===== src/rtl/sd_four_line_data_crc_engine_top_assert.svh =====
// Assertion macros shared by the CRC engine RTL.
`ifndef SD_FOUR_LINE_DATA_CRC_ENGINE_TOP_ASSERT_SVH
`define SD_FOUR_LINE_DATA_CRC_ENGINE_TOP_ASSERT_SVH

// Same-cycle implication, disabled while reset is high.
`define SDCRC_ASSERT_IMP(lbl, clk, rst, ante, cons) \
  lbl: assert property (@(posedge clk) disable iff (rst) (ante) |-> (cons)) \
    else $error("sdcrc assertion failed");

// Next-cycle implication, disabled while reset is high.
`define SDCRC_ASSERT_NEXT(lbl, clk, rst, ante, cons) \
  lbl: assert property (@(posedge clk) disable iff (rst) (ante) |=> (cons)) \
    else $error("sdcrc assertion failed");

`endif


===== src/rtl/sdcrc_pkg.sv =====
package sdcrc_pkg;

  // One more than the largest block count the transfer logic supports.
  localparam int unsigned MAX_BLOCKS = 256;
  // Width used to compare the block counter against the capped limit.
  localparam int unsigned LIMIT_W = 17;
  localparam logic [LIMIT_W-1:0] LIMIT_CAP = LIMIT_W'(MAX_BLOCKS - 1);

  localparam int unsigned CRC_W = 64;
  localparam int unsigned WORD_W = 32;
  localparam int unsigned LANE_W = 16;
  localparam int unsigned NUM_LANES = CRC_W / LANE_W;

  // Tap offsets of the packed four-line CRC16 update network.
  localparam int unsigned TAP_A = 5 * 4;
  localparam int unsigned TAP_B = 12 * 4;

  // Item operation codes.
  typedef enum logic [1:0] {
    OP_DATA  = 2'd0,
    OP_EOB   = 2'd1,
    OP_TOKEN = 2'd2,
    OP_RSVD  = 2'd3
  } op_t;

  // Result status codes.
  typedef enum logic [1:0] {
    ST_OK      = 2'd0,
    ST_CRC_ERR = 2'd1,
    ST_WR_ERR  = 2'd2,
    ST_END     = 2'd3
  } status_t;

  // Card status token codes after dropping the low bit.
  localparam logic [2:0] TOKEN_ACCEPTED = 3'd2;
  localparam logic [2:0] TOKEN_CRC_ERR  = 3'd5;

  // Configuration register indexes.
  localparam logic CFG_TOTAL_BLOCKS = 1'b0;
  localparam logic CFG_SEND_MODE    = 1'b1;

endpackage


===== src/rtl/sdcrc_if.sv =====
// Input item channel.
interface sdcrc_in_if;
  logic        valid;
  logic        ready;
  logic [1:0]  op;
  logic [31:0] data_word;
  logic [63:0] received_crc;
  logic [3:0]  status_token;

  modport source (output valid, op, data_word, received_crc, status_token, input ready);
  modport sink (input valid, op, data_word, received_crc, status_token, output ready);
endinterface

// Result item channel.
interface sdcrc_out_if;
  logic        valid;
  logic        ready;
  logic [63:0] crc_value;
  logic [1:0]  result_status;
  logic [7:0]  blocks_done;

  modport source (output valid, crc_value, result_status, blocks_done, input ready);
  modport sink (input valid, crc_value, result_status, blocks_done, output ready);
endinterface


===== src/rtl/sdcrc_update.sv =====
// One 32-bit word step of the packed four-line CRC16 network.
module sdcrc_update (
  input  logic [sdcrc_pkg::CRC_W-1:0]  crc,
  input  logic [sdcrc_pkg::WORD_W-1:0] word,
  output logic [sdcrc_pkg::CRC_W-1:0]  crc_next
);

  logic [sdcrc_pkg::WORD_W-1:0] top;
  logic [sdcrc_pkg::WORD_W-1:0] mixed;
  logic [sdcrc_pkg::CRC_W-1:0]  mixed_ext;

  // Fold the upper half of the CRC with the incoming word.
  assign top = sdcrc_pkg::WORD_W'(crc >> sdcrc_pkg::WORD_W);
  assign mixed = top ^ (top >> 16) ^ (word >> 16) ^ word;
  assign mixed_ext = sdcrc_pkg::CRC_W'(mixed);

  // Shift by one word and feed the folded value back at the three taps.
  assign crc_next = (crc << sdcrc_pkg::WORD_W) ^ mixed_ext
                  ^ (mixed_ext << sdcrc_pkg::TAP_A)
                  ^ (mixed_ext << sdcrc_pkg::TAP_B);

endmodule


===== src/rtl/sdcrc_cmp_lane.sv =====
// One 16-bit compare lane: byte-swaps a slice of the running CRC and checks
// it against the matching slice of the CRC read from the card.
module sdcrc_cmp_lane (
  input  logic [sdcrc_pkg::LANE_W-1:0] crc_slice,
  input  logic [sdcrc_pkg::LANE_W-1:0] rx_slice,
  output logic                         match
);

  logic [sdcrc_pkg::LANE_W-1:0] swapped;

  assign swapped = {crc_slice[7:0], crc_slice[15:8]};
  assign match = (swapped == rx_slice);

endmodule


===== src/rtl/sd_four_line_data_crc_engine_top.sv =====
// Four-line SD data CRC engine. Each accepted data word updates a 64-bit
// packed CRC (four interleaved CRC16s, one per data line); an end-of-block
// item returns that CRC and, in receive mode, checks it byte-swapped against
// the card's CRC in four parallel 16-bit compare lanes. In send mode a card
// status token completes each block. A new item is accepted every cycle:
// the CRC network and the lane compare both finish within the accept cycle,
// and one output register holds the result until it is taken, so input
// ready only drops while that register is full and stalled. Once an error
// or the end of the transfer has been reported, items are still accepted
// but dropped until reset. The user must write configuration through
// cfg_we, cfg_index and cfg_data only while idle (the block does not check).
`include "sd_four_line_data_crc_engine_top_assert.svh"

module sd_four_line_data_crc_engine_top (
  input  logic              clk,
  input  logic              rst,
  input  logic              cfg_we,
  input  logic              cfg_index,
  input  logic [7:0]        cfg_data,
  sdcrc_in_if.sink          in_ch,
  sdcrc_out_if.source       out_ch
);

  // Configuration registers.
  logic [7:0] total_blocks;
  logic       send_mode;

  // Block state.
  logic [sdcrc_pkg::CRC_W-1:0] running_crc;
  logic [7:0]                  block_counter;
  logic                        halted;

  logic [sdcrc_pkg::CRC_W-1:0] running_crc_next;
  logic [7:0]                  block_counter_next;
  logic                        halted_next;

  logic                        accept;
  logic                        produce;
  sdcrc_pkg::status_t          status;
  logic [sdcrc_pkg::CRC_W-1:0] crc_out;

  logic [sdcrc_pkg::CRC_W-1:0]     crc_upd;
  logic [sdcrc_pkg::NUM_LANES-1:0] lane_match;
  logic                            crc_match;
  logic [7:0]                      count_inc;
  logic [sdcrc_pkg::LIMIT_W-1:0]   limit;
  logic                            at_limit;
  logic [2:0]                      token_code;
  sdcrc_pkg::op_t                  op;

  // Output register.
  logic                        out_valid;
  logic [sdcrc_pkg::CRC_W-1:0] out_crc;
  sdcrc_pkg::status_t          out_status;
  logic [7:0]                  out_blocks;

  assign in_ch.ready = !out_valid || out_ch.ready;
  assign accept = in_ch.valid && in_ch.ready;
  assign op = sdcrc_pkg::op_t'(in_ch.op);

  assign out_ch.valid = out_valid;
  assign out_ch.crc_value = out_crc;
  assign out_ch.result_status = out_status;
  assign out_ch.blocks_done = out_blocks;

  // CRC word update network.
  sdcrc_update u_update (
    .crc      (running_crc),
    .word     (in_ch.data_word),
    .crc_next (crc_upd)
  );

  // Compare lanes: lane k checks bytes 2k and 2k+1 of the swapped CRC.
  for (genvar k = 0; k < sdcrc_pkg::NUM_LANES; k++) begin : g_lane
    sdcrc_cmp_lane u_lane (
      .crc_slice (running_crc[sdcrc_pkg::LANE_W*(sdcrc_pkg::NUM_LANES-1-k) +:
                              sdcrc_pkg::LANE_W]),
      .rx_slice  (in_ch.received_crc[sdcrc_pkg::LANE_W*k +: sdcrc_pkg::LANE_W]),
      .match     (lane_match[k])
    );
  end

  // Merge the lane results.
  assign crc_match = &lane_match;

  // Block limit, capped at the largest supported count.
  assign count_inc = block_counter + 8'd1;
  assign limit = (sdcrc_pkg::LIMIT_W'(total_blocks) < sdcrc_pkg::LIMIT_CAP) ?
                 sdcrc_pkg::LIMIT_W'(total_blocks) : sdcrc_pkg::LIMIT_CAP;
  assign at_limit = (sdcrc_pkg::LIMIT_W'(count_inc) >= limit);
  assign token_code = in_ch.status_token[3:1];

  // Item decode and next state.
  always_comb begin
    produce = 1'b0;
    status = sdcrc_pkg::ST_OK;
    crc_out = '0;
    running_crc_next = running_crc;
    block_counter_next = block_counter;
    halted_next = halted;
    if (!halted) begin
      unique case (op)
        sdcrc_pkg::OP_DATA: begin
          running_crc_next = crc_upd;
        end
        sdcrc_pkg::OP_EOB: begin
          produce = 1'b1;
          crc_out = running_crc;
          running_crc_next = '0;
          if (!send_mode) begin
            if (!crc_match) begin
              status = sdcrc_pkg::ST_CRC_ERR;
              halted_next = 1'b1;
            end else begin
              block_counter_next = count_inc;
              if (at_limit) begin
                status = sdcrc_pkg::ST_END;
                halted_next = 1'b1;
              end
            end
          end
        end
        sdcrc_pkg::OP_TOKEN: begin
          if (send_mode) begin
            produce = 1'b1;
            priority if (token_code == sdcrc_pkg::TOKEN_CRC_ERR) begin
              status = sdcrc_pkg::ST_CRC_ERR;
              halted_next = 1'b1;
            end else if (token_code != sdcrc_pkg::TOKEN_ACCEPTED) begin
              status = sdcrc_pkg::ST_WR_ERR;
              halted_next = 1'b1;
            end else begin
              block_counter_next = count_inc;
              if (at_limit) begin
                status = sdcrc_pkg::ST_END;
                halted_next = 1'b1;
              end
            end
          end
        end
        default: begin
        end
      endcase
    end
  end

  // Configuration writes.
  always_ff @(posedge clk) begin
    if (rst) begin
      total_blocks <= 8'd1;
      send_mode <= 1'b0;
    end else if (cfg_we) begin
      unique case (cfg_index)
        sdcrc_pkg::CFG_TOTAL_BLOCKS: total_blocks <= cfg_data;
        sdcrc_pkg::CFG_SEND_MODE:    send_mode <= cfg_data[0];
        default: begin
        end
      endcase
    end
  end

  // Block state advances on each input transfer.
  always_ff @(posedge clk) begin
    if (rst) begin
      running_crc <= '0;
      block_counter <= '0;
      halted <= 1'b0;
    end else if (accept) begin
      running_crc <= running_crc_next;
      block_counter <= block_counter_next;
      halted <= halted_next;
    end
  end

  // Output register control.
  always_ff @(posedge clk) begin
    if (rst) begin
      out_valid <= 1'b0;
    end else if (in_ch.ready) begin
      out_valid <= accept && produce;
    end
  end

  // Output payload loads with each new result.
  always_ff @(posedge clk) begin
    if (accept && produce) begin
      out_crc <= crc_out;
      out_status <= status;
      out_blocks <= block_counter_next;
    end
  end

  `SDCRC_ASSERT_NEXT(a_halted_sticks, clk, rst, halted, halted)
  `SDCRC_ASSERT_NEXT(a_halted_drops, clk, rst, accept && halted, !out_ch.valid)
  `SDCRC_ASSERT_NEXT(a_error_halts, clk, rst,
                     accept && produce && (status != sdcrc_pkg::ST_OK), halted)
  `SDCRC_ASSERT_NEXT(a_counter_idle, clk, rst, !accept, $stable(block_counter))
  `SDCRC_ASSERT_NEXT(a_eob_clears, clk, rst,
                     accept && !halted && (op == sdcrc_pkg::OP_EOB), running_crc == '0)

endmodule

===== src/flat_wrapper.sv =====
// flat-port wrapper written by rule: the top's interface ports become plain ports
module sd_four_line_data_crc_engine_top_flat 
  (clk, rst, cfg_we, cfg_index, cfg_data, in_ch_valid, in_ch_op, in_ch_data_word, in_ch_received_crc, in_ch_status_token, in_ch_ready, out_ch_valid, out_ch_crc_value, out_ch_result_status, out_ch_blocks_done, out_ch_ready);
  sdcrc_in_if in_ch_i ();
  sdcrc_out_if out_ch_i ();
  input  logic clk;
  input  logic rst;
  input  logic cfg_we;
  input  logic cfg_index;
  input  logic [7:0] cfg_data;
  input wire logic [$bits(in_ch_i.valid)-1:0] in_ch_valid;
  input wire logic [$bits(in_ch_i.op)-1:0] in_ch_op;
  input wire logic [$bits(in_ch_i.data_word)-1:0] in_ch_data_word;
  input wire logic [$bits(in_ch_i.received_crc)-1:0] in_ch_received_crc;
  input wire logic [$bits(in_ch_i.status_token)-1:0] in_ch_status_token;
  output wire logic [$bits(in_ch_i.ready)-1:0] in_ch_ready;
  output wire logic [$bits(out_ch_i.valid)-1:0] out_ch_valid;
  output wire logic [$bits(out_ch_i.crc_value)-1:0] out_ch_crc_value;
  output wire logic [$bits(out_ch_i.result_status)-1:0] out_ch_result_status;
  output wire logic [$bits(out_ch_i.blocks_done)-1:0] out_ch_blocks_done;
  input wire logic [$bits(out_ch_i.ready)-1:0] out_ch_ready;
  assign in_ch_i.valid = in_ch_valid;
  assign in_ch_i.op = in_ch_op;
  assign in_ch_i.data_word = in_ch_data_word;
  assign in_ch_i.received_crc = in_ch_received_crc;
  assign in_ch_i.status_token = in_ch_status_token;
  assign in_ch_ready = in_ch_i.ready;
  assign out_ch_valid = out_ch_i.valid;
  assign out_ch_crc_value = out_ch_i.crc_value;
  assign out_ch_result_status = out_ch_i.result_status;
  assign out_ch_blocks_done = out_ch_i.blocks_done;
  assign out_ch_i.ready = out_ch_ready;
  sd_four_line_data_crc_engine_top u_core (.clk(clk), .rst(rst), .cfg_we(cfg_we), .cfg_index(cfg_index), .cfg_data(cfg_data), .in_ch(in_ch_i), .out_ch(out_ch_i));
endmodule

===== config.mk =====
export PLATFORM = sky130hd
export DESIGN_NAME = sd_four_line_data_crc_engine_top_flat
export DESIGN_NICKNAME = d
export VERILOG_FILES = /design/src/rtl/sdcrc_pkg.sv /design/src/rtl/sdcrc_if.sv /design/src/rtl/sdcrc_update.sv /design/src/rtl/sdcrc_cmp_lane.sv /design/src/rtl/sd_four_line_data_crc_engine_top.sv /design/src/flat_wrapper.sv
export VERILOG_INCLUDE_DIRS = /design/src /design/src/rtl
export SDC_FILE = /design/constraint.sdc
export NUM_CORES = 1
export LEC_CHECK = 0
export ABC_AREA = 0
export BUFFER_PORTS_ARGS = -buffer_cell sky130_fd_sc_hd__buf_2
export CORE_UTILIZATION = 50
export DETAILED_ROUTE_END_ITERATION = 7
export PLACE_DENSITY_LB_ADDON = 0.08
export SLEW_MARGIN = 20
export SYNTH_ARGS = -nofsm -noshare
export SYNTH_HDL_FRONTEND = slang
export SYNTH_HIERARCHICAL = 1
export SYNTH_SLANG_ARGS = --single-unit

===== constraint.sdc =====
create_clock -name clk -period 4.6 [get_ports clk]
set_input_delay 0.92 -clock clk [delete_from_list [all_inputs] [get_ports clk]]
set_output_delay 0.92 -clock clk [all_outputs]
set_load 0.05 [all_outputs]

==> flow_summary.yaml <==
run_status:
  status: "finished clean"
cells_and_area:
  mostFrequentLayoutCells: "190 x buf_2, 102 x xnor2_1, 96 x nand2_1"
  multiInputGateArea_mm2: 0.004466
  syn2layout_area_growth_pct: 16.37
  num-fill-cells: 1534
  nNetsFinal: 1108
  ff_latch_area_mm2: 0.003884
  final_common_cell: "buf_2"
  n_antenna_cell: 0
  drive_gt1_share_pct: 27.19
job:
  cap_violations: 0
timing:
  setup_tns_ns: 0
  fin_ws_ns: 1.575
  hold_violations: 0
  period_minus_slack_ns: 3.025
  maxSlewHeadroom_pct: 39.27
  timing.fmax_mhz: 330.6
  rsz0062_at_grt: "false"
  tightestPinTransition_ns: 0.9110
  finalCritPeriodShare_pct: 65.76
  clock_skew_ns: 0.007118
  hold_ws_ns: 0.4529
  setup_viol: 0
  finalMaxSlewViolations: 0
synthesis:
  synthFlopType: "dfxtp_1"
  syn-cell-area_mm2: 0.008850
  synthCells: 812
  synth_mux_area_share_pct: 0
  synth_top_family_by_area: "XOR/XNOR gates"
  ys_warn_count: 6
  syn_area_per_cell_um2: 10.90
  synth_edf_count: 74
  ys_seq_area_share_pct: 43.89
  synth-seq-cells: 157
  synth-compound-area-share_pct: 7.833
  synth_xor_xnor_area_share_pct: 23.57
  synth_cell_type_count: 62
  synthesis.nets: 940
  ys_async_sr_fraction_pct: 0
  synthAdderAreaFrac_pct: 1.697
  synth-simple-area-share_pct: 17.32
power_and_ir_drop:
  power.density_mw_per_mm2: 359.2
  comb_power_share_pct: 19.5
  power_frac_seq_pct: 43.1
  ir_drop_uv: 285.3
  power_leakage_nw: 4.362
  power.net_switching_mw: 1.020
  swShare_pct: 27.56
  clockPowerShare_pct: 37.4
  cell_internal_pwr_mw: 2.680
global_routing:
  grt_pass1_vias: 6022
  globalRoute.totalOverflow: 0
  grt_pass1_wl_um: 33600
  grt_max_degree: 65
  antenna_found_initial: 1
  track_usage_pct: 24.99
critical_path:
  r2r-end: "u_core/halted$_SDFFE_PP0P_"
  reg2reg_setup_slack_ns: 1.88
  cpMaxStageDelayCell: "inv_2"
  r2r_start: "u_core/block_counter[0]$_SDFFE_PP0P_"
  crit_required_ns: 4.71
  cp_data_arrival_time_ns: 3.14
  cp_max_fo: 41
  crit_path_end_kind: "flip-flop"
  crit_path_start_kind: "input port"
  path_class: "input port to flip-flop"
  path_cells: "buf_2 -> inv_1 -> ha_1 -> nor2b_1 -> and3_2 -> o21ai_0 -> inv_2 -> buf_12"
  cpPeakStageDelay_ns: 0.63
  reg2reg_depth: 10
clock_network:
  cts_buffer_depth: 2
  cts_tree: "built"
  ctsResizeCount: 0
  htreeDepth: 4
  postCtsSetupBuffers: 0
  insertion_delay_ns: 0.43
  clock_tree.root_cell: "clkbuf_16"
  cts_sinks: 157
  numCtsBuffers: 17
  cts.clk_slew.worst_paths_ns: 0.07
  cts_hold_buf: 0
detailed_routing:
  antenna_left: 0
  firstDrtPassIters: 5
  drc_errors: 0
  wl_um: 22270
  viasPerCell: 5.362
  routedWlPerCell_um: 18.28
  first_iter_violations: 480
  vias: 6531
floorplan:
  ios: 192
  die_h_um: 135.0
  initial_core_util_pct: 51.16
  die_w_um: 135.0
  die-area_mm2: 0.01824
  rows: 48
  core_mm2: 0.01730
placed_design:
  gp_congestion: 0.8319
  hpwl_um: 16010
  place_ws_ns: 1.185
  io_buffers: 190
hold_path:
  hp-class: "flip-flop to flip-flop"
  worstHoldStart: "u_core/total_blocks[1]$_SDFFE_PP0P_"
  whs_path_depth: 2
  hold_path_end: "u_core/total_blocks[1]$_SDFFE_PP0P_"
## worst max-delay path by stage
stage	startpoint	endpoint	slack, ns	cells past startpoint
finish	in_ch_op[0]	u_core/out_ch.result_status[1]$_SDFFCE_PP0P_	1.57	8
global route	in_ch_op[0]	u_core/out_ch.crc_value[4]$_SDFFCE_PP0P_	1.42	8
CTS	in_ch_op[0]	u_core/out_ch.result_status[1]$_SDFFCE_PP0P_	1.61	8
detailed placement	in_ch_op[0]	u_core/out_ch.result_status[1]$_SDFFCE_PP0P_	1.19	8
global placement	in_ch_op[0]	u_core/out_ch.blocks_done[7]$_DFFE_PP_	1.15	8
floorplan	in_ch_op[0]	u_core/out_ch.blocks_done[0]$_DFFE_PP_	0.89	6
## sequential cells by signal (all words and copies together), names as in the netlist
signal	cells
u_core/send_mode	1
u_core/running_crc	64
u_core/out_ch.blocks_done	8
u_core/out_ch.result_status	2
u_core/out_ch.crc_value	64
u_core/total_blocks	8
u_core/block_counter	8
u_core/halted	1
u_core/out_ch.valid	1
## cell usage after synthesis, drive strengths merged (3+ instances only)
cell / number / share of area, %
a21oi: 83 / 4.7
a22o: 3 / 0.30
a22oi: 4 / 0.49
and3: 66 / 4.7
buf: 16 / 2.0
clkbuf: 30 / 2.6
dfxtp: 83 / 19
edfxtp: 74 / 25
ha: 12 / 1.7
inv: 20 / 0.85
nand2: 97 / 4.2
nand3: 69 / 4.0
nand3b: 3 / 0.25
nand4: 16 / 1.1
nor2: 16 / 0.71
nor2b: 4 / 0.28
nor3: 4 / 0.41
nor4: 5 / 0.64
o21ai: 18 / 1.2
xnor2: 115 / 12
xnor3: 20 / 5.1
xor2: 15 / 1.5
xor3: 16 / 4.5
## power by group through the flow
stage | Sequential, mW | Combinational (mW) | Clock [mW]
floorplan | 1.64 | 0.524 | 0
global placement | 1.62 | 0.713 | 0
detailed placement | 1.63 | 0.718 | 0
CTS | 1.60 | 0.721 | 1.41
global route | 1.60 | 0.776 | 1.46
finish | 1.60 | 0.722 | 1.38
## per-stage QoR
step	cell area (um2)	util, %	instances	total power [mW]
after global placement	9722	56.21	1186	2.338
after global routing	10300	59.54	1218	3.842
after floorplan	8850	-	812	2.164
after detailed placement	9722	56.21	1186	2.344
final	10300	59.54	1218	3.699
after CTS	10300	59.54	1218	3.725
## metal layers
| metal | global-route usage [%] | up-vias | wire length (um) |
|---|---|---|---|
| li1 | - | 3190 | - |
| met1 | 34.41 | 3104 | 10100 |
| met2 | 39.75 | 207 | 10620 |
| met3 | 4.354 | 28 | 1143 |
| met4 | 8.552 | 2 | 398 |
| met5 | 0 | - | 10 |
## worst max-delay path, delay by kind of cell
kind | cells | cell delay [ns]
fa+ha+maj | 1 | 0.35
simple gates | 2 | 0.56
compound gates | 1 | 0.15
buf+inv | 4 | 1.11
## cells by family (layout without fill, tap and decap cells)
logic type,Yosys count,in the layout
and+or+nand+nor,289,289
adders and majority gates,12,12
DFF,157,157
buffers and inverters,68,249
xor gates and xnor gates,166,166
AOI/OAI and AO/OA,120,120
## cell type report
cell class	count	area share, %
Tap cell	225	2.734
Sequential cell	157	37.71
Inverter	20	0.7290
Multi-Input combinational cell	587	43.36
Clock buffer	18	4.167
Timing Repair Buffer	197	9.865
Clock inverter	14	1.434
(Power assumes the default switching activity.)
